## src/sv/lat_pkg.sv

```systemverilog
// Shared constants, codes and controller/datapath handshake types for the life automaton.
`default_nettype none
package lat_pkg;
	localparam int MAX_WIDTH_D  = 64;
	localparam int MAX_HEIGHT_D = 64;
	localparam int AGE_BITS_D   = 16;

	localparam int ACT_W  = 2;
	localparam int CX_W   = 6;
	localparam int CY_W   = 6;
	localparam int AGE_W  = 16;
	localparam int GEN_W  = 32;
	localparam int CFG_W  = 7;
	localparam int CIDX_W = 1;
	localparam int CNT_W  = 4;

	localparam logic [ACT_W-1:0] ACT_SET   = 2'd0;
	localparam logic [ACT_W-1:0] ACT_STEP  = 2'd1;
	localparam logic [ACT_W-1:0] ACT_CLEAR = 2'd2;
	localparam logic [ACT_W-1:0] ACT_QUERY = 2'd3;

	localparam logic [CIDX_W-1:0] REG_WIDTH  = 1'd0;
	localparam logic [CIDX_W-1:0] REG_HEIGHT = 1'd1;

	localparam logic [CFG_W-1:0] GRID_RESET = 7'd64;

	localparam logic [CNT_W-1:0] SURVIVE_N = 4'd2;
	localparam logic [CNT_W-1:0] BIRTH_N   = 4'd3;

	typedef struct packed {
		logic rdy;
		logic clr_step;
		logic y_zero;
		logic rd_prev;
		logic rd_cur;
		logic rd_next;
		logic cap_next;
		logic sweep;
		logic drain;
		logic look;
		logic fire;
	} cmd_t;

	typedef struct packed {
		logic             pend;
		logic             clr_last;
		logic             req_valid;
		logic [ACT_W-1:0] req_act;
		logic             x_last;
		logic             y_last;
		logic             out_free;
	} sts_t;
endpackage
`default_nettype wire

```

## src/sv/lat_ctrl.sv

```systemverilog
// Sequencing state machine: clear pass, generation sweep, cell lookup and response.
`default_nettype none
module lat_ctrl
	import lat_pkg::*;
(
	input  wire logic clk,
	input  wire logic arst_n,
	input  wire sts_t sts,
	output cmd_t      cmd
);
	localparam logic [3:0] S_IDLE  = 4'd0;
	localparam logic [3:0] S_CLR   = 4'd1;
	localparam logic [3:0] S_ROW0  = 4'd2;
	localparam logic [3:0] S_ROW1  = 4'd3;
	localparam logic [3:0] S_ROW2  = 4'd4;
	localparam logic [3:0] S_ROW3  = 4'd5;
	localparam logic [3:0] S_CELL  = 4'd6;
	localparam logic [3:0] S_DRAIN = 4'd7;
	localparam logic [3:0] S_LOOK  = 4'd8;
	localparam logic [3:0] S_RESP  = 4'd9;

	logic [3:0] state_q, state_d;
	logic       busy_q;

	always_comb begin
		cmd     = '0;
		state_d = state_q;
		case (state_q)
			S_IDLE: begin
				if (sts.pend) begin
					state_d = S_CLR;
				end else begin
					cmd.rdy = 1'b1;
					if (sts.req_valid) begin
						case (sts.req_act)
							ACT_CLEAR: state_d = S_CLR;
							ACT_STEP: begin
								cmd.y_zero = 1'b1;
								state_d    = S_ROW0;
							end
							default: state_d = S_LOOK;
						endcase
					end
				end
			end
			S_CLR: begin
				cmd.clr_step = 1'b1;
				if (sts.clr_last)
					state_d = busy_q ? S_LOOK : S_IDLE;
			end
			S_ROW0: begin
				cmd.rd_prev = 1'b1;
				state_d     = S_ROW1;
			end
			S_ROW1: begin
				cmd.rd_cur = 1'b1;
				state_d    = S_ROW2;
			end
			S_ROW2: begin
				cmd.rd_next = 1'b1;
				state_d     = S_ROW3;
			end
			S_ROW3: begin
				cmd.cap_next = 1'b1;
				state_d      = S_CELL;
			end
			S_CELL: begin
				cmd.sweep = 1'b1;
				if (sts.x_last)
					state_d = S_DRAIN;
			end
			S_DRAIN: begin
				cmd.drain = 1'b1;
				state_d   = sts.y_last ? S_LOOK : S_ROW0;
			end
			S_LOOK: begin
				cmd.look = 1'b1;
				state_d  = S_RESP;
			end
			S_RESP: begin
				if (sts.out_free) begin
					cmd.fire = 1'b1;
					state_d  = S_IDLE;
				end
			end
			default: state_d = S_IDLE;
		endcase
	end

	always_ff @(posedge clk or negedge arst_n) begin
		if (!arst_n) begin
			state_q <= S_IDLE;
			busy_q  <= 1'b0;
		end else begin
			state_q <= state_d;
			if (cmd.rdy && sts.req_valid)
				busy_q <= 1'b1;
			else if (cmd.fire)
				busy_q <= 1'b0;
		end
	end

`ifndef SYNTHESIS
	a_accept_leaves_idle: assert property (@(posedge clk) disable iff (!arst_n)
		cmd.rdy && sts.req_valid |=> state_q != S_IDLE)
		else $error("request accepted but controller stayed idle");
	a_resp_holds: assert property (@(posedge clk) disable iff (!arst_n)
		state_q == S_RESP && !sts.out_free |=> state_q == S_RESP)
		else $error("response dropped while output register busy");
`endif
endmodule
`default_nettype wire

```

## config.mk

```make
export PLATFORM = sky130hd
export DESIGN_NAME = lat_ctrl
export DESIGN_NICKNAME = d
export VERILOG_FILES = /design/src/sv/lat_pkg.sv /design/src/sv/lat_ctrl.sv
export SDC_FILE = /design/constraint.sdc
export NUM_CORES = 1
export LEC_CHECK = 0
export BUFFER_PORTS_ARGS = -buffer_cell sky130_fd_sc_hd__buf_2
export CAP_MARGIN = 10
export CORE_AREA = 2 2 39 41
export DETAILED_ROUTE_END_ITERATION = 16
export DIE_AREA = 0 0 41 43
export GPL_ROUTABILITY_DRIVEN = 0
export GPL_TIMING_DRIVEN = 0
export PLACE_DENSITY = 0.67
export SLEW_MARGIN = 15
export SYNTH_ARGS = -nofsm -noshare
export SYNTH_HDL_FRONTEND = slang
export SYNTH_SLANG_ARGS = --single-unit
```

## constraint.sdc

```tcl
create_clock -name clk -period 1.2 [get_ports clk]
set_input_delay 0.06 -clock clk [delete_from_list [all_inputs] [get_ports clk]]
set_output_delay 0.06 -clock clk [all_outputs]
set_load 0.05 [all_outputs]
```

==> results.txt <==
The worst hold path startpoint is sts[5]. In the synthesized netlist the dominant register cell turns out to be sky130_fd_sc_hd__dfrtp_1. Setup repair after global routing could not meet its margin everywhere. The post-route clock period utilization came out at 1.228.

After synthesis, the share of flip-flops with an asynchronous set or reset is 1.000. Yosys mapped a number of flops with a built-in enable equal to 0. The tightest slew margin relative to the limit came out at 0.7848. The post-synthesis net count is 73. The number of instances in the placed design is 97. The endpoint identified for the worst register-to-register timing path is state_q[3]. The global-route usage over all layers came out at 0.2361. For the worst setup path, the data required time is around 1.1 ns.

Counting every instance in the synthesized netlist gives 61. The worst register-to-register path begins at state_q[2]. The area of the core came out at 1384 µm². TritonCTS built the clock tree. The maximum buffer depth of the clock tree came out at 2. The final critical-path required period came out at roughly 1.5 ns.

The post-synthesis share of cell area spent on and, or, nand and nor gates came out at 0.3667. The slack of the critical path came out at -0.2734 ns. The worst setup skew after layout came out at 0.004488 ns. The number of vias per cell is ~5.5. The largest total area in the synthesized netlist belongs to sky130_fd_sc_hd__dfrtp_1.

Data arrives at the worst endpoint at 1.41 ns. The power after layout came out at between 3 and 4 mW. The number of sinks handled by clock tree synthesis is 5.

Among all stages on the critical path, the largest delay is contributed by sky130_fd_sc_hd__dfrtp_2. The number of distinct library cell variants in the gate-level netlist after synthesis is 27. Relative to the synthesized area, the layout overhead comes to 147.9%. The worst voltage drop across the vdd grid came out at around 1.6 mV.

The clock latency on the worst-skew pair is between 0.2 and 0.3 ns. The initial antenna violation count came out at 0. Broken down by cell family, the worst path's largest delay share belongs to flip-flops. Clock tree synthesis selected as its root buffer the cell sky130_fd_sc_hd__clkbuf_4. Counting instances in the post-synthesis netlist gives the leading cell types as sky130_fd_sc_hd__nand2_1, sky130_fd_sc_hd__nor3_1, sky130_fd_sc_hd__inv_1. The detail-routed net length per standard cell is about 19 µm. The share of the core filled with cells in the final layout is 0.8743.

The first global-routing pass estimated 2856 µm of wire. After synthesis, the cell types taking the most area are sky130_fd_sc_hd__dfrtp_1, sky130_fd_sc_hd__nor3_1, sky130_fd_sc_hd__mux2i_1. Along the worst hold path, the cell count comes to 3. Excluding fillers, the count of instances in the completed layout stands at 123.

The flop and latch count out of synthesis came out at 5. The worst setup path is captured at an output pin. The remaining routing DRC violations is 0. The number of DRC markers after the initial detailed-route iteration is 18. The number of global-route vias before repair is about 640. The Yosys step of the flow raised 0 warnings. By area, the combinational part of the netlist is dominated by simple AND/OR/NAND/NOR gates. The detailed-routing iteration count for the pre-antenna-repair pass came out at 3. At the pin with the least slew margin, the transition time is around 0.32 ns.

The number of H-tree branching levels is 1. The initial standard-cell utilization of the core came out at 0.3526. The share of the Yosys chip area taken by registers is 0.2564. The stage delay of the slowest cell on the critical path came out at between 0.4 and 0.5 ns. The area of the mapped netlist is slightly below 500 µm². Of the total synthesized cell area, the portion taken by XOR and XNOR cells is 0.01795.

For this block, the routed nets add up to around 2300 µm of wire. The repair_antennas step left the layout with diodes totalling 0. The total buffers and inverters traversed by the critical path is 2. The post-synthesis mux area share is 0.06154. Setup violations remaining at the end of the flow were counted as 15. In the final layout, the share of cells above drive strength 1 is 0.7570.

The total power divided by cell area is around 2600 nW/µm². The total number of vias came out at ~670. For this design the top-level I/O count stands at 21. The synthesized-area fraction occupied by ao, oa, aoi and oai cells is 0.1487. Of all nets on the critical path, the largest fanout is 5. In this run the remaining antenna-violating nets after routing total 0. The mean post-synth cell area came out at around 8.0 µm². The largest net degree at the start of global routing came out at 8.

The path category of the worst min-delay check is in2reg. The adder-cell share of the synthesized area came out at 0.05128. The final number of max-transition violations is 0. After global routing the overflow that remains totals 0. In this run the core area contains 14 standard-cell rows. The area fraction of the dominant cell type after synthesis is 0.2564. Traced cell by cell, the critical path runs through buf_8, nor4b_4, buf_6. The checks that failed: setup timing. The flow ran to the end, but the final reports show violations.

The path with the worst hold slack has its endpoint at busy_q. The max capacitance violation total is 0. The number of buffers inserted during clock tree synthesis came out at 3. The worst setup path is of the reg2out kind. STA classifies the critical path startpoint as a flip-flop. For this design the static power due to leakage is 0.5219 nW. In the final timing run, aggregate negative setup slack is -3.076 ns.

For this run, the post-layout net count is between 100 and 150. The clock transition at the registers of the reported paths is 0.04 ns. The die boundary height is around 43 µm.

The register-to-register setup slack came out at -0.26 ns. The total die area is about 1800 µm². The number of cells on the worst reg-to-reg path came out at 5. The die span in x is ~41 µm. Detailed placement finished with a half-perimeter wire length of 968.1 µm. The number of hold violations in the final report came to 0. Input and output buffers added on the ports amount to 20. The achievable clock frequency is 678.7 MHz.
==> through the flow <==
stage	setup slack, ns	cell area (µm²)	hold WS, ns
2_1_floorplan	-0.4875	576.8	-0.2356
3_3_place_gp	-0.2761	696.9	-0.1247
3_5_place_dp	-0.2941	696.9	-0.1223
4_1_cts	-0.2644	1040	0.08729
5_1_grt	-0.3094	1210	0.1130
6_report	-0.2734	1210	0.1073
==> state kept, by name, indices dropped and copies added, names as in the netlist <==
name / cells
state_q: 4
busy_q: 1
==> cells in the final DEF, fill, tap and decap left out, types with 2 or more instances in the layout <==
master	netlist	routed
sky130_fd_sc_hd__nor3_4	0	6
sky130_fd_sc_hd__inv_2	0	2
sky130_fd_sc_hd__buf_4	2	11
sky130_fd_sc_hd__mux2i_1	3	3
sky130_fd_sc_hd__nor2_4	0	4
sky130_fd_sc_hd__buf_6	0	15
sky130_fd_sc_hd__dfrtp_2	0	4
sky130_fd_sc_hd__buf_12	0	2
sky130_fd_sc_hd__buf_8	0	7
sky130_fd_sc_hd__nor4b_4	1	2
sky130_fd_sc_hd__nand2_2	0	2
sky130_fd_sc_hd__buf_2	2	9
sky130_fd_sc_hd__inv_1	6	4
sky130_fd_sc_hd__clkbuf_4	0	3
sky130_fd_sc_hd__nand2_1	7	4
sky130_fd_sc_hd__nand2b_4	0	2
sky130_fd_sc_hd__ha_1	2	2
==> worst reg2reg max path, cell delays in order (launching register included) <==
cell and delay [ns]:
sky130_fd_sc_hd__dfrtp_2 0.47, sky130_fd_sc_hd__bufbuf_16 0.30, sky130_fd_sc_hd__nor3_4 0.20, sky130_fd_sc_hd__o32ai_2 0.11
sky130_fd_sc_hd__a21oi_1 0.22, sky130_fd_sc_hd__a21oi_2 0.04
==> final cells by class <==
cell class,instances,area [µm²]
Tap cell,16,20.02
Fill cell,64,173.9
Clock buffer,4,26.28
Sequential cell,5,130.1
Buffer,4,56.30
Inverter,6,22.52
Multi-Input combinational cell,46,526.8
Timing Repair Buffer,42,427.9
==> cells by family after synthesis <==
kind of cell	after synthesis
simple gates	30
compound gates	10
buf+inv	10
flops	5
mux	3
fa+ha+maj	2
xor+xnor	1
==> layer usage <==
layer / wire length [µm] / up-vias / global-route usage
met5: 0 / - / 0
met4: 57 / 0 / 0.1133
met3: 55 / 6 / 0.02094
met2: 1216 / 19 / 0.3844
met1: 1000 / 337 / 0.2947
li1: - / 312 / -
==> power breakdown <==
group	switching (mW)	internal [mW]	leakage (nW)	total, mW
Clock	0.0752	0.126	0.0150	0.201
Combinational	1.31	1.29	0.451	2.60
Sequential	0.140	0.254	0.0564	0.393
==> timing repair <==
item / 4_1_cts / 5_1_grt
endpoints found under the setup margin: 16 / 15
hold endpoints to repair: 5 / 0
cloned: 1 / 0
pin swaps: 6 / 9
setup buffers: 14 / 7
hold buffers: 1 / 0
gates resized for setup: 47 / 24
==> worst max-delay path by stage <==
stage                             to  cells after the start  slack (ns)  startpoint
after floorplan               cmd[8]                      3       -0.49  state_q[1]
after global placement        cmd[0]                      4       -0.28  state_q[1]
after detailed placement      cmd[0]                      4       -0.29  state_q[1]
after CTS                     cmd[8]                      4       -0.26  state_q[0]
after global routing      state_q[1]                      6       -0.31  state_q[1]
final                         cmd[7]                      3       -0.27  state_q[2]
Note: power is estimated with default switching activity, not from simulation.
